[config.mk]
export PLATFORM = sky130hd
export DESIGN_NAME = srs_ctrl
export DESIGN_NICKNAME = d
export VERILOG_FILES = /design/src/rtl/srs_pkg.sv /design/src/rtl/srs_ctrl.sv
export SDC_FILE = /design/constraint.sdc
export NUM_CORES = 1
export LEC_CHECK = 0
export BUFFER_PORTS_ARGS = -buffer_cell sky130_fd_sc_hd__buf_2
export CORE_MARGIN = 2
export CORE_UTILIZATION = 62
export CTS_BUF_LIST = sky130_fd_sc_hd__clkbuf_4
export CTS_CLUSTER_DIAMETER = 80
export DETAILED_ROUTE_END_ITERATION = 8
export PLACE_DENSITY = 0.95
export SLEW_MARGIN = 20
export SYNTH_ARGS = -nofsm -noshare
export SYNTH_HDL_FRONTEND = slang
export SYNTH_SLANG_ARGS = --single-unit
[constraint.sdc]
create_clock -name clock -period 12.2 [get_ports clock]
set_input_delay 0.61 -clock clock [delete_from_list [all_inputs] [get_ports clock]]
set_output_delay 0.61 -clock clock [all_outputs]
set_load 0.03 [all_outputs]
[src/rtl/srs_pkg.sv]
package srs_pkg;

   localparam int DATA_W = 32;
   localparam int IDX_W  = 11;
   localparam int TYPE_W = 2;
   localparam int RSP_W  = 24;

   // index reported for an absent target (-1)
   localparam logic [IDX_W-1:0] IDX_NONE = '1;

   typedef enum logic [TYPE_W-1:0] {
      REQ_APPEND = 2'd0,
      REQ_QUERY  = 2'd1,
      REQ_CLEAR  = 2'd2
   } req_code_type;

   typedef struct packed {
      logic             found;
      logic [IDX_W-1:0] first_index;
      logic [IDX_W-1:0] last_index;
   } result_type;

endpackage

[src/rtl/srs_ctrl.sv]
module srs_ctrl #(
   parameter int STORE_DEPTH = 1024,
   localparam int AW = (STORE_DEPTH > 1) ? $clog2(STORE_DEPTH) : 1
) (
   input  logic                        clock,
   input  logic                        reset,
   input  logic                        req_valid,
   output logic                        req_ready,
   input  logic [srs_pkg::TYPE_W-1:0]  req_code,
   input  logic [srs_pkg::DATA_W-1:0]  req_value,
   output logic                        res_valid,
   input  logic                        res_ready,
   output srs_pkg::result_type         res,
   output logic                        mem_wr_en,
   output logic [AW-1:0]               mem_wr_addr,
   output logic [srs_pkg::DATA_W-1:0]  mem_wr_data,
   output logic                        mem_rd_en,
   output logic [AW-1:0]               mem_rd_addr,
   input  logic [srs_pkg::DATA_W-1:0]  mem_rd_data
);
   import srs_pkg::*;

   localparam int CW = $clog2(STORE_DEPTH + 1);
   localparam int XW = (CW > IDX_W) ? CW : IDX_W;
   localparam logic [CW-1:0] FULL = CW'(STORE_DEPTH);

   typedef enum logic [2:0] {
      S_IDLE,
      S_LB,
      S_CHK,
      S_UB,
      S_RSP
   } state_type;

   state_type         state_ff, state_in;
   logic [CW-1:0]     count_ff, count_in;
   logic [CW-1:0]     lo_ff, lo_in;
   logic [CW-1:0]     len_ff, len_in;
   logic [CW-1:0]     lb_ff, lb_in;
   logic [DATA_W-1:0] target_ff, target_in;
   result_type        res_ff, res_in;

   logic [CW-1:0]     half;
   logic [CW-1:0]     mid;
   logic [CW-1:0]     step_lo;
   logic [CW-1:0]     step_len;
   logic [CW-1:0]     next_mid;
   logic [CW-1:0]     half_count;
   logic              go_right;
   logic [XW-1:0]     lb_x;
   logic [XW-1:0]     last_x;

   // one search step: entry[mid] came back this cycle
   always_comb begin
      half       = len_ff >> 1;
      mid        = lo_ff + half;
      half_count = count_ff >> 1;
      if (state_ff == S_UB) begin
         go_right = $signed(mem_rd_data) <= $signed(target_ff);
      end else begin
         go_right = $signed(mem_rd_data) < $signed(target_ff);
      end
      if (go_right) begin
         step_lo  = mid + CW'(1);
         step_len = len_ff - half - CW'(1);
      end else begin
         step_lo  = lo_ff;
         step_len = half;
      end
      next_mid = step_lo + (step_len >> 1);
      lb_x     = XW'(lb_ff);
      last_x   = XW'(step_lo) - XW'(1);
   end

   always_comb begin
      state_in    = state_ff;
      count_in    = count_ff;
      lo_in       = lo_ff;
      len_in      = len_ff;
      lb_in       = lb_ff;
      target_in   = target_ff;
      res_in      = res_ff;
      mem_wr_en   = 1'b0;
      mem_wr_addr = count_ff[AW-1:0];
      mem_wr_data = req_value;
      mem_rd_en   = 1'b0;
      mem_rd_addr = '0;

      case (state_ff)
         S_IDLE: begin
            if (req_valid && req_ready) begin
               case (req_code)
                  REQ_APPEND: begin
                     if (count_ff != FULL) begin
                        mem_wr_en = 1'b1;
                        count_in  = count_ff + CW'(1);
                     end
                  end
                  REQ_CLEAR: begin
                     count_in = '0;
                  end
                  REQ_QUERY: begin
                     target_in = req_value;
                     lo_in     = '0;
                     len_in    = count_ff;
                     if (count_ff == '0) begin
                        res_in   = '{found: 1'b0, first_index: IDX_NONE,
                                     last_index: IDX_NONE};
                        state_in = S_RSP;
                     end else begin
                        mem_rd_en   = 1'b1;
                        mem_rd_addr = half_count[AW-1:0];
                        state_in    = S_LB;
                     end
                  end
                  default: ;
               endcase
            end
         end

         S_LB, S_UB: begin
            lo_in     = step_lo;
            len_in    = step_len;
            mem_rd_en = 1'b1;
            if (step_len == '0) begin
               if (state_ff == S_LB) begin
                  // fetch entry at the lower bound for the hit check
                  lb_in       = step_lo;
                  mem_rd_addr = step_lo[AW-1:0];
                  state_in    = S_CHK;
               end else begin
                  res_in   = '{found: 1'b1, first_index: lb_x[IDX_W-1:0],
                               last_index: last_x[IDX_W-1:0]};
                  state_in = S_RSP;
               end
            end else begin
               mem_rd_addr = next_mid[AW-1:0];
            end
         end

         S_CHK: begin
            if ((lb_ff < count_ff) && (mem_rd_data == target_ff)) begin
               lo_in       = '0;
               len_in      = count_ff;
               mem_rd_en   = 1'b1;
               mem_rd_addr = half_count[AW-1:0];
               state_in    = S_UB;
            end else begin
               res_in   = '{found: 1'b0, first_index: IDX_NONE,
                            last_index: IDX_NONE};
               state_in = S_RSP;
            end
         end

         S_RSP: begin
            if (res_ready) begin
               state_in = S_IDLE;
            end
         end

         default: begin
            state_in = S_IDLE;
         end
      endcase
   end

   always_ff @(posedge clock) begin
      if (reset) begin
         state_ff <= S_IDLE;
         count_ff <= '0;
      end else begin
         state_ff <= state_in;
         count_ff <= count_in;
      end
      lo_ff     <= lo_in;
      len_ff    <= len_in;
      lb_ff     <= lb_in;
      target_ff <= target_in;
      res_ff    <= res_in;
   end

   // memory is only written from idle, so reads and writes never overlap
   assign req_ready = (state_ff == S_IDLE) && !reset;
   assign res_valid = (state_ff == S_RSP);
   assign res       = res_ff;

endmodule

* Yosys cells after proc, flatten, opt, wreduce, memory -nomap -nowiden
Cells that the tools add are included.
** Storage, ports and cells
- Flip-flop bits (word level) :: 102
- Input port bits :: 70
- Output and inout port bits :: 79
- Word-level logic and storage cells :: 97
** Operators by class
- $add $sub $neg :: 7
- Magnitude comparators :: 3
- Equality and inequality tests :: 17
- Mux-type cells :: 44
- Reductions and logical operators :: 17
** Operators with widths (count)
- 23-bit two-way mux :: 6
- 11-bit two-way mux :: 9
- 23-bit one-hot mux with 3 select lines :: 1
- 11-bit one-hot mux with 3 select lines :: 2
- 10-bit two-way mux :: 6
- 32-bit == test :: 1
- 32-bit less-or-equal comparator :: 1
- 32-bit less-than comparator :: 1
- 10-bit one-hot mux with 3 select lines :: 1
- 11-bit by 1-bit adder with 11-bit output (second input constant) :: 2
- 11-bit logical NOT :: 2
- 11-bit one-hot mux with 2 select lines :: 1
- 11-bit by 1-bit subtractor with 11-bit output (second input constant) :: 2
- 3-bit two-way mux :: 7
- 2-bit inequality test (second input constant) :: 7
- 3-bit one-hot mux with 4 select lines :: 1
- 4-bit AND reduction :: 3
- 11-bit by 10-bit adder with 11-bit output :: 1
- 11-bit less-than comparator :: 1
- 11-bit inequality test (second input constant) :: 1
- 11-bit by 10-bit subtractor with 11-bit output :: 1
- 10-bit adder :: 1
- 1-bit two-way mux :: 9
- 7-bit AND reduction :: 1
- 15 further kinds :: 20

* Logic depth before layout (Yosys ltp)
- Depth after elaboration :: 7
- Mapped depth :: 20

* Worst setup path before layout
Ideal clock, no wire load.
- Path kind :: input port to output port
- Start point :: input mem_rd_data[17] (netlist name)
- End point :: output mem_rd_addr[9]
- Data arrival time :: 4.997 ns
- Data required time :: 11.590 ns
- Path slack :: 6.593 ns
- Stages on the path :: 18
- Path buffers :: 1
- Cells stage by stage :: ha_1 a21o_1 a221o_1 a21oi_1 o211ai_1 nor3_2 nor2_8 buf_6 o21ai_0 inv_1 ha_1 maj3_1 o211ai_1 o21ai_0 a221o_1 a41oi_1 mux2_2 o211ai_1
** Between the ends
- Cells in the longest elaborated chain, start to end :: 6
** Ends and longest elaborated chain
- start: declaration :: line srs_ctrl.sv:19 : input logic [srs_pkg::DATA_W-1:0] mem_rd_data
- 32-bit less-than comparator / 32-bit less-or-equal comparator (equally long branches) :: line srs_ctrl.sv:61, srs_ctrl.sv:59
- 1-bit two-way mux * :: line srs_ctrl.sv:58 : if (state_ff == S_UB) begin
- 11-bit two-way mux * :: line srs_ctrl.sv:63 : if (go_right) begin
- via step_lo[0] :: line srs_ctrl.sv:45 : logic [CW-1:0] step_lo;
- 10-bit adder * :: line srs_ctrl.sv:70 : next_mid = step_lo + (step_len >> 1);
- 10-bit two-way mux * :: line srs_ctrl.sv:125 : if (step_len == '0) begin
- 10-bit one-hot mux with 3 select lines * :: line srs_ctrl.sv:89 : case (state_ff)
- end: declaration :: line srs_ctrl.sv:18 : output logic [AW-1:0] mem_rd_addr,
Mark *: on every way through the listed nets, which the timed path passes. The rest lies on a longest branch.

* Final worst setup path
- Start point :: register target_ff[31]
- End point :: output mem_rd_addr[9]
** Between the ends
- Cells in the longest elaborated chain, start to end :: 6
** Ends and longest elaborated chain
- start: declaration :: line srs_ctrl.sv:40 : logic [DATA_W-1:0] target_ff, target_in;
- start signal: assignment :: line srs_ctrl.sv:178 : target_ff <= target_in;
- 32-bit less-than comparator / 32-bit less-or-equal comparator (equally long branches) :: line srs_ctrl.sv:61, srs_ctrl.sv:59
- 1-bit two-way mux * :: line srs_ctrl.sv:58
- 11-bit two-way mux * :: line srs_ctrl.sv:63
- via step_lo[0] :: line srs_ctrl.sv:45
- 10-bit adder * :: line srs_ctrl.sv:70
- 10-bit two-way mux * :: line srs_ctrl.sv:125
- 10-bit one-hot mux with 3 select lines * :: line srs_ctrl.sv:89
Marked as above.

==> implementation parameters <==
Parameter                              Value

Outcome
  Run status    complete, no violations

Die
  Placeable core area    roughly 11,000 µm²
  Number of I/O pins    149
  Die width    112 µm
  Die Outline Area    around 12,000 µm²
  Rows    39
  Height of the die    112 µm
  Initial cell density of the core    roughly 63%

Logic synthesis
  Leading register cell type out of synthesis    sky130_fd_sc_hd__edfxtp_1
  Number of instances in the synthesized netlist    743
  Synthesized cell area    about 7000 µm²
  Syn avg cell area    between 9 and 10 µm²
  Warning count from the yosys run    0
  Main area contributors after synthesis    sky130_fd_sc_hd__edfxtp_1 (37%), sky130_fd_sc_hd__ha_1 (13%), sky130_fd_sc_hd__buf_4 (4.5%)
  Post-synthesis async set-or-reset flop share    0%
  Synthesized netlist net count    888
  Fraction of post-synthesis cell area in the top cell type by area    36.8%
  Number of register bits inferred by synthesis    between 100 and 150
  Distinct cell type count after synthesis    roughly 70
  Sequential-to-total area share from yosys stat    approximately two fifths
  Post-synth EDFFs    between 80 and 90
  Largest area contributor in the synthesized netlist    sky130_fd_sc_hd__edfxtp_1

Clock tree
  Number of buffers added by the clock tree synthesis step    9
  Maximum number of buffers from clock root to sink    2
  TritonCTS sink count    102
  Number of post-CTS setup repair buffers    0
  TritonCTS clock tree    done
  Number of levels in the clock H-tree    3
  Later-pin clock latency in the skew report    0.49 ns
  Clock root buffer master    sky130_fd_sc_hd__clkbuf_4
  Clock transition at the register clock pins on the worst setup and hold paths after CTS    0.18 ns
  CTS resizes    0
  Post-cts hold buffer count    0

Layout
  Most frequent cells in the layout    sky130_fd_sc_hd__buf_2 (148), sky130_fd_sc_hd__edfxtp_1 (88), sky130_fd_sc_hd__inv_1 (84), sky130_fd_sc_hd__ha_1 (73), sky130_fd_sc_hd__nand2_1 (64)
  Final cell utilization of the core    69.5%
  Diodes inserted    0
  Layout area overhead    9.97%
  Most frequent standard cell in the layout excluding fill and tap cells    sky130_fd_sc_hd__buf_2
  Fraction of layout instances using a drive strength above 1    between 20 and 25%
  Cell area after layout    between 7000 and 8000 µm²
  Final #Nets    between 900 and 1,000

GRT
  Number of antenna violations at the first check in global routing    0
  Global routing usage summed across all routing layers    31.1%
  Vias in the first global route    roughly 6,300
  Global-route wire length before repair    30,700 µm
  GRT overflow    0
  Pin count of the biggest net entering global routing    41

Drt
  WL/cell    19.2 µm
  First-pass detailed-route iteration total    6
  Via count    between 6,000 and 7,000
  Drt total wl    ~19,000 µm
  Residual antenna-violating net count after detailed routing    0
  Number of vias per cell    around 6.3
  Drc violations    0
  Number of design-rule violations left by the first detailed-router iteration    slightly above 700

Timing
  Final sum of negative setup slack    0 ns
  Final slew viol count    0
  F_max    153 MHz
  RSZ-0062 raised after global routing    no
  Clock Skew    between 0.015 and 0.02 ns
  Time the worst path needs with I/O delays and setup    around 6.5 ns
  Period utilization    a little over half
  Final count of hold timing violations    0
  Fin Hold WS    ~0.29 ns
  Headroom to the max-slew limit    36.3%
  Slew at the pin with the worst max-slew slack    about 0.95 ns
  Setup-failing EPs final    0

Placement
  Port Buffers    around 150
  Final Wtd Congestion    ~0.93
  Standard cell area after detailed placement    roughly 7800 µm²
  Half-perimeter wire length of the detailed placement result    14,800 µm

Power and ir drop
  Worst vdd rail ir drop    0.0806 mV
  Total power density per cell area    between 90 and 100 nW/µm²
  Leakage power figure    3.37 nW

Worst setup path
  Element type at the critical path end    output pin
  Register-to-Register Path Depth    16
  Top fanout value on the critical path    8
  Register-to-register setup slack    approximately 7.5 ns
  Cell breakdown of the critical path    inv_1 > ha_1 > nand4_2 > nor4_4 > nand4_1 > or3_1 > o211ai_1 > nand3_1 > o21ai_0 > inv_1 > ha_1 > maj3_1 > o211ai_1 > o21ai_0 > a221o_1 > a41oi_1 > mux2_2 > o211ai_1 > buf_2
  Critical-path cell with the highest stage delay    sky130_fd_sc_hd__or3_1
  Worst Path Arrival    about 6 ns
  Critical register-to-register path startpoint    len_ff[1]$_DFFE_PP_
  Largest stage delay on the critical path    approximately 0.45 ns
  Critical R2R Capture    res[1]$_SDFFCE_PP1P_
  Sort of element at the start of the critical path    flop
  Largest delay contributor family on the critical path    compound AO/OA/AOI/OAI gates
  Critical path class    reg -> out
  Top cell by count, worst path    sky130_fd_sc_hd__o211ai_1
  Data required time of the worst path    11.59 ns
  Sum of buffers and inverters on the critical path    3

Hold path
  Hold-critical path endpoint    target_ff[23]$_DFFE_PP_
  HP Start    req_value[23]
  Class of the most critical hold timing path    in -> reg
  Number of cells traversed by the worst hold path    1

Flow run
  Max-capacitance violation count    0
## synth_stat cells, drive strengths merged (7+ instances only)
master and n:
inv 84, edfxtp 88, nor2 49, nor3 21
clkbuf 13, o21ai 41, mux2i 7, a21o 13
a22oi 8, nor4 8, a21oi 33, nand2 64
buf 46, nand2b 19, xor2 15, xnor2 28
nand4 11, dfxtp 14, ha 73, nand3 16
## through the flow
stage	total power, mW	instances	setup slack, ns
6_report	0.739	996	5.67
5_1_grt	0.765	996	5.30
4_1_cts	0.733	996	5.77
3_5_place_dp	0.556	980	5.99
3_3_place_gp	0.547	980	6.19
2_1_floorplan	0.514	743	6.59
## registers in the layout, indices dropped and copies added (netlist names)
signal	flops
target_ff	32
res	23
count_ff	11
lb_ff	11
len_ff	11
lo_ff	11
state_ff	3
## area by class of cell
class	instances	area (µm²)
Timing Repair Buffer	153	778
Clock inverter	7	80.1
Tap cell	143	179
Inverter	84	315
Fill cell	798	3460
Clock buffer	9	67.6
Multi-Input combinational cell	498	3560
Sequential cell	102	2920
## power by group
part / internal (mW) / switching [mW] / leakage (nW)
clock: 0.0488 / 0.137 / 0.0757
combinational: 0.0607 / 0.106 / 2.44
sequential: 0.383 / 0.00349 / 0.854
total: 0.493 / 0.247 / 3.37
## metal layers
metal / wire length [µm] / GRT usage [%] / part of all wire, %
met3: 1880 / 5.39 / 9.8
met4: 1100 / 17.2 / 5.7
met1: 6700 / 36.1 / 35
met5: 0 / 0 / 0
met2: 9490 / 54.7 / 50
## worst max-delay path by stage
stage,start,end,depth (start not counted)
6_report,target_ff[31]$_DFFE_PP_,mem_rd_addr[9],19
5_1_grt,target_ff[17]$_DFFE_PP_,mem_rd_addr[9],19
4_1_cts,target_ff[31]$_DFFE_PP_,mem_rd_addr[9],19
3_5_place_dp,mem_rd_data[31],mem_rd_addr[9],19
3_3_place_gp,mem_rd_data[31],mem_rd_addr[9],19
2_1_floorplan,mem_rd_data[17],mem_rd_addr[9],18
## kinds of logic after synthesis
group	share of synthesized area, %
XOR/XNOR	5.24
adder cells (fa/ha/maj)	13.5
AO/OA/AOI/OAI	13.8
flip-flops	40.7
buffers and inverters	9.85
AND/OR/NAND/NOR	15.5
multiplexers	1.44
No activity file was read; power rests on OpenSTA's default activity.
